## src/rtl/gbba_pkg.sv

```systemverilog
`timescale 1ns / 1ps
// Shared types and constants for the grouped bitmap block allocator.
// No dependencies; imported by every module of the block.
package gbba_pkg;

	localparam int MAX_BLOCKS = 4096;
	localparam int BLK_W      = 12;
	localparam int CFG_W      = 13;
	localparam int LIM_W      = 13;
	localparam int PROD_W     = 2 * CFG_W;
	localparam int WORD_W     = 64;
	localparam int BIT_W      = 6;
	localparam int WORDS      = MAX_BLOCKS / WORD_W;
	localparam int ADDR_W     = BLK_W - BIT_W;

	localparam logic [1:0] REQ_ALLOC = 2'd0;
	localparam logic [1:0] REQ_FREE  = 2'd1;
	localparam logic [1:0] REQ_FIND  = 2'd2;

	localparam logic CFG_BLOCKS_PER_GROUP = 1'b0;
	localparam logic CFG_GROUP_COUNT      = 1'b1;

	localparam logic [CFG_W-1:0] BPG_RESET = CFG_W'(4096);
	localparam logic [CFG_W-1:0] GC_RESET  = CFG_W'(1);

	typedef struct packed {
		logic [1:0]       req_type;
		logic [BLK_W-1:0] block_index;
	} gbba_in_t;

	typedef struct packed {
		logic             found;
		logic [BLK_W-1:0] result_block;
	} gbba_out_t;

	typedef struct packed {
		logic              rd_en;
		logic [ADDR_W-1:0] rd_addr;
		logic              wr_en;
		logic [ADDR_W-1:0] wr_addr;
		logic [WORD_W-1:0] wr_data;
	} gbba_mem_req_t;

	typedef struct packed {
		logic              hit;
		logic [BIT_W-1:0]  idx;
		logic [WORD_W-1:0] onehot;
	} gbba_hit_t;

	typedef enum logic [2:0] {
		S_IDLE,
		S_PREP,
		S_SCAN,
		S_FREE,
		S_RESP
	} gbba_state_t;

endpackage

```

## src/rtl/gbba_map_mem.sv

```systemverilog
`timescale 1ns / 1ps
// Bitmap word memory, 64 bits per word, one read and one write port.
// Per-word valid bits make unwritten words read as all free. Uses gbba_pkg.
module gbba_map_mem import gbba_pkg::*; (
	input  logic              clk,
	input  logic              arst_n,
	input  gbba_mem_req_t     req,
	output logic [WORD_W-1:0] rd_data
);

	logic [WORD_W-1:0] mem_q [WORDS];
	logic [WORD_W-1:0] rdata_q;
	logic [WORDS-1:0]  valid_q;
	logic              rvld_q;

	always_ff @(posedge clk) begin
		if (req.wr_en) begin
			mem_q[req.wr_addr] <= req.wr_data;
		end
		if (req.rd_en) begin
			rdata_q <= mem_q[req.rd_addr];
		end
	end

	always_ff @(posedge clk or negedge arst_n) begin
		if (!arst_n) begin
			valid_q <= '0;
			rvld_q  <= 1'b0;
		end else begin
			if (req.wr_en) begin
				valid_q[req.wr_addr] <= 1'b1;
			end
			if (req.rd_en) begin
				rvld_q <= valid_q[req.rd_addr];
			end
		end
	end

	assign rd_data = rvld_q ? rdata_q : '0;

endmodule

```

## config.mk

```make
export PLATFORM = sky130hd
export DESIGN_NAME = gbba_map_mem
export DESIGN_NICKNAME = d
export VERILOG_FILES = /design/src/rtl/gbba_pkg.sv /design/src/rtl/gbba_map_mem.sv
export SDC_FILE = /design/constraint.sdc
export NUM_CORES = 2
export LEC_CHECK = 0
export ABC_CLOCK_PERIOD_IN_PS = 3500
export BUFFER_PORTS_ARGS = -buffer_cell sky130_fd_sc_hd__buf_2
export CAP_MARGIN = 20
export CELL_PAD_IN_SITES_DETAIL_PLACEMENT = 1
export CELL_PAD_IN_SITES_GLOBAL_PLACEMENT = 2
export CORE_MARGIN = 2
export CORE_UTILIZATION = 50
export DETAILED_ROUTE_END_ITERATION = 8
export GPL_TIMING_DRIVEN = 0
export PLACE_DENSITY = 0.87
export SLEW_MARGIN = 15
export SYNTH_ARGS = -nofsm -noshare
export SYNTH_HDL_FRONTEND = slang
export SYNTH_SLANG_ARGS = --single-unit
```

## constraint.sdc

```tcl
create_clock -name clk -period 3.5 [get_ports clk]
set_clock_uncertainty 0.1 [all_clocks]
set_input_delay 0.35 -clock clk [delete_from_list [all_inputs] [get_ports clk]]
set_output_delay 0.35 -clock clk [all_outputs]
set_load 0.02 [all_outputs]
```

==> impl_metrics.tcl <==
set metrics [dict create \
    critPathMostFrequentCell "mux4_2" \
    area_delta_synth_final_pct 16.77 \
    wl_met1_um 165300 \
    fmax_mhz 273.2 \
    cts_setup_buffers 0 \
    ys_seq_elements 4225 \
    grt.overflow.total 0 \
    wl_um 530000 \
    hp-class "in2reg" \
    slowest_delay_ps 880 \
    drive_gt1_share_pct 34.63 \
    yosysWarnings 0 \
    ys_seq_area_share_pct 79.20 \
    setup_ws_ps -159.8 \
    die_w_um 569.3 \
    fin_cells 11757 \
    hold_viol 0 \
    period_needed_ps 3660 \
    pin_count 144 \
    hpwl_um 304600 \
    core_um2 318100 \
    critPathLaunchType "primary input" \
    cts_made_buffers 406 \
    via_count 83239 \
    fin_nets 7278 \
    antenna_left 0 \
    cts_sinks 4225 \
    vias_per_cell 7.080 \
    final_core_util_pct 58.66 \
    num_rows 207 \
    violations "negative setup slack" \
    crit_fanout 10 \
    grt_usage_pct 32.14 \
    wl_met3_um 64770 \
    insertion_delay_ps 970 \
    tightest_slew_ps 1239 \
    antenna_found_initial 42 \
    critPathSlowestCell "clkdlybuf4s15_1" \
    cts_tree "done" \
    crit_type "in2reg" \
    crit_arrival_ps 4220 \
    end_kind "register" \
    path_clk_slew_ps 70 \
    power_leakage_nw 58.65 \
    cts.path.max_buffers 4 \
    cp_cell_sequence "clkbuf_1, buf_2, clkbuf_2, buf_16, clkdlybuf4s15_1, mux4_2, mux4_2, a22oi_1, nand2_1" \
    htreeDepth 5 \
    setup_viol 20 \
    slew-limit-headroom_pct 17.39 \
    start_util_pct 50.23 \
    fill_cells 25638 \
    finalCritPeriodShare_pct 104.6 \
    ys_types 29 \
    port_buffers 133 \
    irDropWorstVdd_v 0.0004391 \
    dieHeight_um 569.3 \
    grt_pass1_wl_um 712500 \
    first_pass_iters 6 \
    cts_root_buffer "clkbuf_16" \
    pre_cts_ws_ps -924.8 \
    wl_met2_um 262900 \
    grt_max_degree 66 \
    synth_area_um2 159800 \
    grt_pass1_vias 85095 \
    routabilityCongestion 0.8106 \
    netlist_instances 6310 \
    syn_nets 6390 \
    placed_cells 10855 \
    fp.dieArea_um2 324100 \
    maxSlewViolCount 0 \
    status "finished, violations left" \
    highest_layer "met5" \
    drcViolationCount 0 \
    powerDensity_nw_per_um2 587.3 \
    routedWlPerCell_um 45.08 \
    worstPathRequired_ps 4060 \
    drt_iter0_markers 15442 \
    synth_area_per_cell_um2 25.32 \
    drv_cap 0 \
]
[Yosys cell counts]
library cell	count	share of area (%)
a211oi_1	1	0.0047
a21oi_1	1	0.0031
a22oi_1	132	0.62
a311oi_1	2	0.011
a31oi_1	2	0.0078
a41o_1	1	0.0063
and2_1	65	0.25
buf_1	36	0.085
buf_2	111	0.35
buf_4	1	0.0047
buf_6	4	0.028
clkbuf_1	182	0.43
dfrtp_1	65	1.0
edfxtp_1	4160	78
inv_1	3	0.0070
mux2i_1	20	0.13
mux4_2	1289	18
nand2_1	74	0.17
nand2b_1	3	0.012
nand3_1	10	0.031
nand3b_1	2	0.0094
nand4_1	1	0.0039
nand4b_1	1	0.0055
nor2_1	68	0.16
nor2b_1	7	0.027
nor3_1	2	0.0063
or2_2	65	0.25
or3_1	1	0.0039
or3b_2	1	0.0055
[sequential cells by signal, summed over array words and instances (netlist names)]
register / flops
rdata_q: 64
mem_q: 4096
rvld_q: 1
valid_q: 64
[through the flow]
step                      total power, mW  area (um2)  TNS [ps]  hold slack, ps
final                               109.6      186600     -1418           90.68
after global routing                110.9      186500    -24.52           106.2
after CTS                           109.0      184800         0           3.591
after detailed placement            63.11      171100    -55430           352.1
after global placement              62.59      165700         -           345.4
after floorplan                     60.35      159800  -3042950          -45.59
[routing by layer]
layer  up-vias  track usage [%]
li1      29337                -
met1     43664            38.76
met2      8329            53.21
met3      1887            7.652
met4        22            18.74
met5         -                0
[area by class of cell]
type,count,area [um2],share of cell area [%]
Sequential cell,4225,126500,67.83
Multi-Input combinational cell,1748,32290,17.31
Clock buffer,465,10450,5.598
Timing Repair Buffer,481,7273,3.898
Tap cell,4180,5230,2.803
Clock inverter,279,3174,1.701
Buffer,333,1491,0.7994
Antenna cell,43,107.6,0.05767
Inverter,3,11.26,0.006036
[critical path: cells and delay by family]
kind | cells | cell delay [ps]
buffers and inverters | 5 | 2370
AND/OR/NAND/NOR | 1 | 160
multiplexers | 2 | 1020
AO/OA/AOI/OAI | 1 | 280
[cell families (layout without fill, tap and decap cells)]
group	Yosys count	in the layout	synth area share, %
DFF	4225	4225	79.20
muxes	1309	1309	18.30
buffers and inverters	337	1561	0.8998
and+or+nand+nor	300	300	0.9476
AOI/OAI and AO/OA	139	139	0.6531
other	0	43	0
[timing repair]
item / in CTS / in global routing
hold buffers: 6 / 56
endpoints found under the hold margin: 100 / 2897
gates resized for setup: 8 / 15
setup endpoints to repair: 13 / 6
[worst paths after layout]
path | start | cells after the start | end | slack [ps]
setup / recovery | req[73] | 9 | rdata_q[35] | -160
hold / removal | req[63] | 1 | mem_q[60][63] | 90
setup reg to reg | mem_q[53][23] | 4 | rdata_q[23] | 850
hold reg to reg | valid_q[59] | 1 | valid_q[59] | 370
max in group asynchronous | arst_n | 4 | valid_q[5] | 2580
min in group asynchronous | arst_n | 4 | valid_q[4] | 420
[report_power, final]
group	switching [mW]	internal, mW	leakage (nW)
Sequential	0.280	56.1	38.3
Clock	20.8	26.0	6.61
Combinational	3.97	2.36	13.7
[cells in the final DEF, fill, tap and decap left out, drive strengths merged, types with 65 or more instances in the layout]
cell	instances
a22oi	132
and2	65
buf	567
clkbuf	649
clkinv	177
dfrtp	65
edfxtp	4160
mux4	1289
nand2	74
nor2	68
or2	65
(Power assumes the default switching activity.)
