--- src/rtl/gbba_pkg.sv ---
`timescale 1ns / 1ps
// Shared types and constants for the grouped bitmap block allocator.
// No dependencies; imported by every module of the block.
package gbba_pkg;

	localparam int MAX_BLOCKS = 4096;
	localparam int BLK_W      = 12;
	localparam int CFG_W      = 13;
	localparam int LIM_W      = 13;
	localparam int PROD_W     = 2 * CFG_W;
	localparam int WORD_W     = 64;
	localparam int BIT_W      = 6;
	localparam int WORDS      = MAX_BLOCKS / WORD_W;
	localparam int ADDR_W     = BLK_W - BIT_W;

	localparam logic [1:0] REQ_ALLOC = 2'd0;
	localparam logic [1:0] REQ_FREE  = 2'd1;
	localparam logic [1:0] REQ_FIND  = 2'd2;

	localparam logic CFG_BLOCKS_PER_GROUP = 1'b0;
	localparam logic CFG_GROUP_COUNT      = 1'b1;

	localparam logic [CFG_W-1:0] BPG_RESET = CFG_W'(4096);
	localparam logic [CFG_W-1:0] GC_RESET  = CFG_W'(1);

	typedef struct packed {
		logic [1:0]       req_type;
		logic [BLK_W-1:0] block_index;
	} gbba_in_t;

	typedef struct packed {
		logic             found;
		logic [BLK_W-1:0] result_block;
	} gbba_out_t;

	typedef struct packed {
		logic              rd_en;
		logic [ADDR_W-1:0] rd_addr;
		logic              wr_en;
		logic [ADDR_W-1:0] wr_addr;
		logic [WORD_W-1:0] wr_data;
	} gbba_mem_req_t;

	typedef struct packed {
		logic              hit;
		logic [BIT_W-1:0]  idx;
		logic [WORD_W-1:0] onehot;
	} gbba_hit_t;

	typedef enum logic [2:0] {
		S_IDLE,
		S_PREP,
		S_SCAN,
		S_FREE,
		S_RESP
	} gbba_state_t;

endpackage

--- src/rtl/gbba_word_search.sv ---
`timescale 1ns / 1ps
// Finds the lowest free block in one bitmap word inside the search window.
// Combinational; uses gbba_pkg.
module gbba_word_search import gbba_pkg::*; (
	input  logic [WORD_W-1:0] word,
	input  logic [ADDR_W-1:0] waddr,
	input  logic              wrap,
	input  logic [LIM_W-1:0]  lim,
	input  logic [BLK_W-1:0]  start,
	output gbba_hit_t         res
);

	logic [LIM_W-BIT_W-1:0] lim_word;
	logic [ADDR_W-1:0]      st_word;
	logic [WORD_W-1:0]      lim_lo;
	logic [WORD_W-1:0]      st_lo;
	logic [WORD_W-1:0]      lim_mask;
	logic [WORD_W-1:0]      pos_mask;
	logic [WORD_W-1:0]      cand;
	logic [WORD_W-1:0]      onehot;
	logic [BIT_W-1:0]       idx;

	assign lim_word = lim[LIM_W-1:BIT_W];
	assign st_word  = start[BLK_W-1:BIT_W];
	assign lim_lo   = ~({WORD_W{1'b1}} << lim[BIT_W-1:0]);
	assign st_lo    = ~({WORD_W{1'b1}} << start[BIT_W-1:0]);

	always_comb begin
		// blocks below the limit of the configured groups
		if ({1'b0, waddr} < lim_word) begin
			lim_mask = '1;
		end else if ({1'b0, waddr} == lim_word) begin
			lim_mask = lim_lo;
		end else begin
			lim_mask = '0;
		end
		// first pass: at or after the start; wrapped pass: before the start
		if (!wrap) begin
			if (waddr > st_word) begin
				pos_mask = '1;
			end else if (waddr == st_word) begin
				pos_mask = ~st_lo;
			end else begin
				pos_mask = '0;
			end
		end else begin
			if (waddr < st_word) begin
				pos_mask = '1;
			end else if (waddr == st_word) begin
				pos_mask = st_lo;
			end else begin
				pos_mask = '0;
			end
		end
	end

	assign cand   = ~word & lim_mask & pos_mask;
	assign onehot = cand & (~cand + WORD_W'(1));

	always_comb begin
		idx = '0;
		for (int j = 0; j < WORD_W; j++) begin
			if (onehot[j]) begin
				idx = idx | BIT_W'(j);
			end
		end
	end

	assign res.hit    = |cand;
	assign res.idx    = idx;
	assign res.onehot = onehot;

endmodule
--- config.mk ---
export PLATFORM = sky130hd
export DESIGN_NAME = gbba_word_search
export DESIGN_NICKNAME = d
export VERILOG_FILES = /design/src/rtl/gbba_pkg.sv /design/src/rtl/gbba_word_search.sv
export SDC_FILE = /design/constraint.sdc
export NUM_CORES = 1
export LEC_CHECK = 0
export ABC_CLOCK_PERIOD_IN_PS = 16200
export BUFFER_PORTS_ARGS = -buffer_cell sky130_fd_sc_hd__buf_2
export CAP_MARGIN = 20
export CORE_MARGIN = 5
export CORE_UTILIZATION = 59
export DETAILED_ROUTE_END_ITERATION = 8
export PLACE_DENSITY = 0.95
export SLEW_MARGIN = 0
export SYNTH_ARGS = -nofsm -noshare
export SYNTH_HDL_FRONTEND = slang
export SYNTH_SLANG_ARGS = --single-unit
--- constraint.sdc ---
create_clock -name vclk -period 16.2
set_clock_uncertainty 0.05 [all_clocks]
set_input_delay 3.24 -clock vclk [all_inputs]
set_output_delay 3.24 -clock vclk [all_outputs]
set_load 0.05 [all_outputs]
==> results of run 1 <==
-- cell usage in the layout (no fill, tap or decap), types with 7 or more instances in the layout --
cell / instances
nor3_1: 46
a2111o_1: 8
o221ai_1: 13
nand3b_1: 8
nand4_1: 22
ha_1: 12
nand2_1: 82
or3_1: 9
nand3_1: 46
and3_1: 16
a21oi_1: 63
a311oi_1: 9
a221oi_1: 12
a21o_1: 11
a211o_1: 7
a211oi_1: 18
inv_1: 31
buf_2: 167
o211ai_1: 13
nor2_1: 86
a31oi_1: 14
o21ai_0: 34
nor4_1: 25
o31ai_1: 8
o22ai_1: 9
a2111oi_0: 9
-- metrics by stage --
stage          area, µm²  util (%)
2_1_floorplan       5350         -
3_3_place_gp        5980      68.2
3_5_place_dp        5980      68.2
4_1_cts             5980      68.2
5_1_grt             5980      68.2
6_report            5980      68.2
-- path summary, 6_finish.rpt --
check	cells after the start	to	slack (ns)	start
setup / recovery	13	res[65]	4.78	waddr[1]
hold / removal	3	res[0]	6.82	word[0]
-- layout make-up --
class	count	area, µm²
multi-input cells	735	4850
well taps	108	135
repair buffers	171	866
fillers	861	2780
diodes	1	2.50
inverters	33	124
-- cells by family after synthesis --
group,Yosys count,synth area share [%]
multiplexers,4,0.748
AO/OA/AOI/OAI,307,43.4
buffers and inverters,104,9.33
adder cells (fa/ha/maj),12,2.80
XOR/XNOR,1,0.164
AND/OR/NAND/NOR,411,43.5
-- routing by layer --
layer	global-route usage [%]	vias to the layer above	part of all wire, %
met1	56.8	3644	34
met2	65.0	884	40
met3	13.1	201	17
met4	25.0	0	8.1
li1	-	3547	-
met5	1.34	-	0
-- worst max-delay path, delay by kind of cell --
family | cells | cell delay (ns)
fa+ha+maj | 1 | 0.37
compound gates | 2 | 1.02
buf+inv | 2 | 0.39
simple gates | 8 | 3.08
-- Yosys cell counts, types with 16 or more instances --
cell / count
nor2_1: 86
nand2_1: 82
a21oi_1: 63
nand3_1: 46
nor3_1: 46
o21ai_0: 34
buf_2: 32
inv_1: 31
clkbuf_1: 25
nor4_1: 25
nand4_1: 22
a211oi_1: 18
and3_1: 16
==> flow_summary.toml, run 1 <==
[outcome]
status = "complete, but fails checks"
violations = "DRC"

[routing]
wirelength_um = 26800
drc = 20
drtIter0Drc = 1560
wl_per_cell_um = 25.6
num_vias = 8276
vias_per_cell = 7.90
first_pass_iters = 9
ant_nets = 0

[yosys]
synth_top_area_share_pct = 6.03
yosysSeqAreaShare_pct = 0
syn_inst = 839
synth_top_area_cell = "nor2_1"
syn_avg_cell_area_um2 = 6.38
syn_area_um2 = 5350
ys_warn_count = 0
yosys.cell_types.count = 106
syn-num-nets = 947
yosys-top-cells-area = "nor2_1, a21oi_1, nand2_1"

[timing]
finalCritPeriodShare_pct = 70.5
max_freq_mhz = 87.6
slew-limit-headroom_pct = 31.2
setup_viol = 0
worstMarginPinSlew_ns = 1.01
timing_hold_violations_final = 0
layout_setup_ws_ns = 4.78
fin_tns_setup_ns = 0
fin_crit_ns = 11.42
slew_viol_final = 0
rsz0062_at_grt = "no"
holdWs_ns = 6.82

[run]
cap_viol_max_count = 0

[worst_setup_path]
crit_chain = "buf_2 > ha_1 > and2b_1 > o21ai_4 > nand3_1 > o2111ai_1 > nand3_2 > nor4_4 > nand3_4 > nor4_1 > nor4_1 > nand4_1 > buf_2"
worstPathRequired_ns = 12.91
criticalPathCategory = "input pin to output pin"
crit_slowest_cell = "nor4_4"
max_stage_delay_ns = 0.78
start_kind = "input pin"
cp_max_fo = 19
end_kind = "output pin"
crit_arrival_ns = 8.13

[floorplan]
design.core.area_um2 = 8760
rows = 34
die_h_um = 105
initial_core_util_pct = 61.1
io_pins = 167
dieWidth_um = 105
die_area_um2 = 11100

[layout]
clkbuf_count = 0
areaGrowthSynthToFinish_pct = 11.7
final_cells = 1048
regArea_um2 = 0
drive_gt1_share_pct = 25.0
n_sequential_cell = 0
finalNetCount = 1049

[global_route]
grt-ovfl-total = 0
antenna_found_initial = 1
grt_max_degree = 62
grt_usage_pct = 44.1
grt_pass1_wl_um = 40400
grt_pass1_vias = 7283

[placed_design]
dp.cells = 1047
portBuffers = 167
dp_slack_ns = 5.04
dp_hpwl_um = 20900
routabilityCongestion = 1.10

[worst_hold_path]
hp-class = "input pin to output pin"

[clock_network]
cts_setup_buffers = 0
cts_resized = 0
postCtsHoldBufs = 0
==> run 2, diff against run 1 <==
--- a/config.mk
+++ b/config.mk
@@ -5,13 +5,13 @@
 export SDC_FILE = /design/constraint.sdc
 export NUM_CORES = 1
 export LEC_CHECK = 0
-export ABC_CLOCK_PERIOD_IN_PS = 16200
+export ABC_CLOCK_PERIOD_IN_PS = 9400
 export BUFFER_PORTS_ARGS = -buffer_cell sky130_fd_sc_hd__buf_2
 export CAP_MARGIN = 20
 export CORE_MARGIN = 5
-export CORE_UTILIZATION = 59
+export CORE_UTILIZATION = 50
 export DETAILED_ROUTE_END_ITERATION = 8
-export PLACE_DENSITY = 0.95
+export PLACE_DENSITY = 0.87
 export SLEW_MARGIN = 0
 export SYNTH_ARGS = -nofsm -noshare
 export SYNTH_HDL_FRONTEND = slang
==> constraint.sdc (replaced) <==
create_clock -name vclk -period 9.4
set_clock_uncertainty 0.05 [all_clocks]
set_input_delay 1.88 -clock vclk [all_inputs]
set_output_delay 1.88 -clock vclk [all_outputs]
set_load 0.05 [all_outputs]
==> run 2 against run 1 <==
The flow now finishes without violations. Sequential share of layout area did not move. Setup slack lost 4.1 ns. Non-clock buffer count increased by 9. Die area rose by 16%. Final area increased by 1.7%. Clock-buffer cell count unchanged. Flip-flop and latch count stayed put. Critical path type unchanged.
==> flow_summary.toml, run 2 (synthesis gave the netlist of run 1 again) <==
[outcome]
status = "finished, final reports clean"

[placed_design]
portBuffers = 167
dp_hpwl_um = 21800
dp.cells = 1084
routabilityCongestion = 1.11

[floorplan]
die_area_um2 = 12900
io_pins = 167
rows = 37
design.core.area_um2 = 10400
die_h_um = 113
dieWidth_um = 113
initial_core_util_pct = 51.6

[worst_setup_path]
worstPathRequired_ns = 7.47
criticalPathCategory = "input pin to output pin"
crit_arrival_ns = 6.78
start_kind = "input pin"
cp_max_fo = 19
end_kind = "output pin"

[global_route]
grt-ovfl-total = 0
grt_pass1_vias = 7382
grt_max_degree = 44
grt_pass1_wl_um = 41500
grt_usage_pct = 39.9
antenna_found_initial = 1

[power]
p_leak_nw = 2.45
powerDensity_nw_per_um2 = 71.1
peakVddDrop_mv = 0.0438
finalPower_mw = 0.432

[routing]
wirelength_um = 27400
vias_per_cell = 7.55
first_pass_iters = 8
ant_nets = 0
num_vias = 8183
wl_per_cell_um = 25.3
drtIter0Drc = 1669
drc = 0

[timing]
fin_crit_ns = 8.71
holdWs_ns = 4.11
fin_tns_setup_ns = 0
setup_viol = 0
slew_viol_final = 0
finalCritPeriodShare_pct = 92.7
slew-limit-headroom_pct = 28.2
max_freq_mhz = 115
worstMarginPinSlew_ns = 1.07
timing_hold_violations_final = 0
rsz0062_at_grt = "no"

[layout]
n_fill_cell = 1081
multiInputGateArea_um2 = 4850
antenna_cells = 0
finalNetCount = 1058
areaGrowthSynthToFinish_pct = 13.6
drive_gt1_share_pct = 25.7
final_cells = 1084
n_sequential_cell = 0
regArea_um2 = 0
final_cell_mix = "buf_2, nor2_1, nand2_1"
clkbuf_count = 0
final_common_cell = "buf_2"

[clock_network]
cts_resized = 0
cts_setup_buffers = 0
postCtsHoldBufs = 0

[run]
cap_viol_max_count = 0

[worst_hold_path]
hp-class = "input pin to output pin"
[run 2: layer usage]
| metal | track usage (%) | share of wire, % | vias up |
|---|---|---|---|
| met3 | 9.34 | 15 | 168 |
| met5 | 0 | 0.047 | - |
| met1 | 51.4 | 36 | 3632 |
| li1 | - | - | 3551 |
| met2 | 62.5 | 42 | 830 |
| met4 | 19.1 | 6.7 | 2 |
[run 2: final timing paths]
kind  startpoint  endpoint  slack [ns]  cells after the start
min      word[0]    res[0]        4.11                      3
max     waddr[4]   res[65]        0.69                     13
[run 2: worst max-delay path, stage by stage]
cell and delay (ns):
buf_2 0.12, ha_1 0.39, a41oi_2 0.28, o21a_1 0.54, nand3_1 0.64, o2111ai_1 0.48
nand3_2 0.28, nor4_4 0.79, nand3_4 0.36, nor4_1 0.49, nor4_1 0.13, nand4_1 0.11
buf_2 0.27
[run 2: stage by stage]
step           setup slack (ns)  utilization (%)  cell area [µm²]
2_1_floorplan             0.784                -             5350
3_3_place_gp              0.983             58.6             6080
3_5_place_dp              0.862             58.6             6080
4_1_cts                   0.853             58.6             6080
5_1_grt                   0.444             58.6             6080
6_report                  0.687             58.6             6080
[run 2: report_power, final]
part / leakage, nW / switching, mW / internal, mW
Combinational: 2.45 / 0.304 / 0.128
Clock: 0 / 0 / 0
Sequential: 0 / 0 / 0
[run 2: final cells by class]
class | instances | area share, %
Timing Repair Buffer | 180 | 15.3
Tap cell | 136 | 2.80
Inverter | 33 | 2.04
Multi-Input combinational cell | 735 | 79.8
Note: power is estimated with default switching activity, not from simulation.
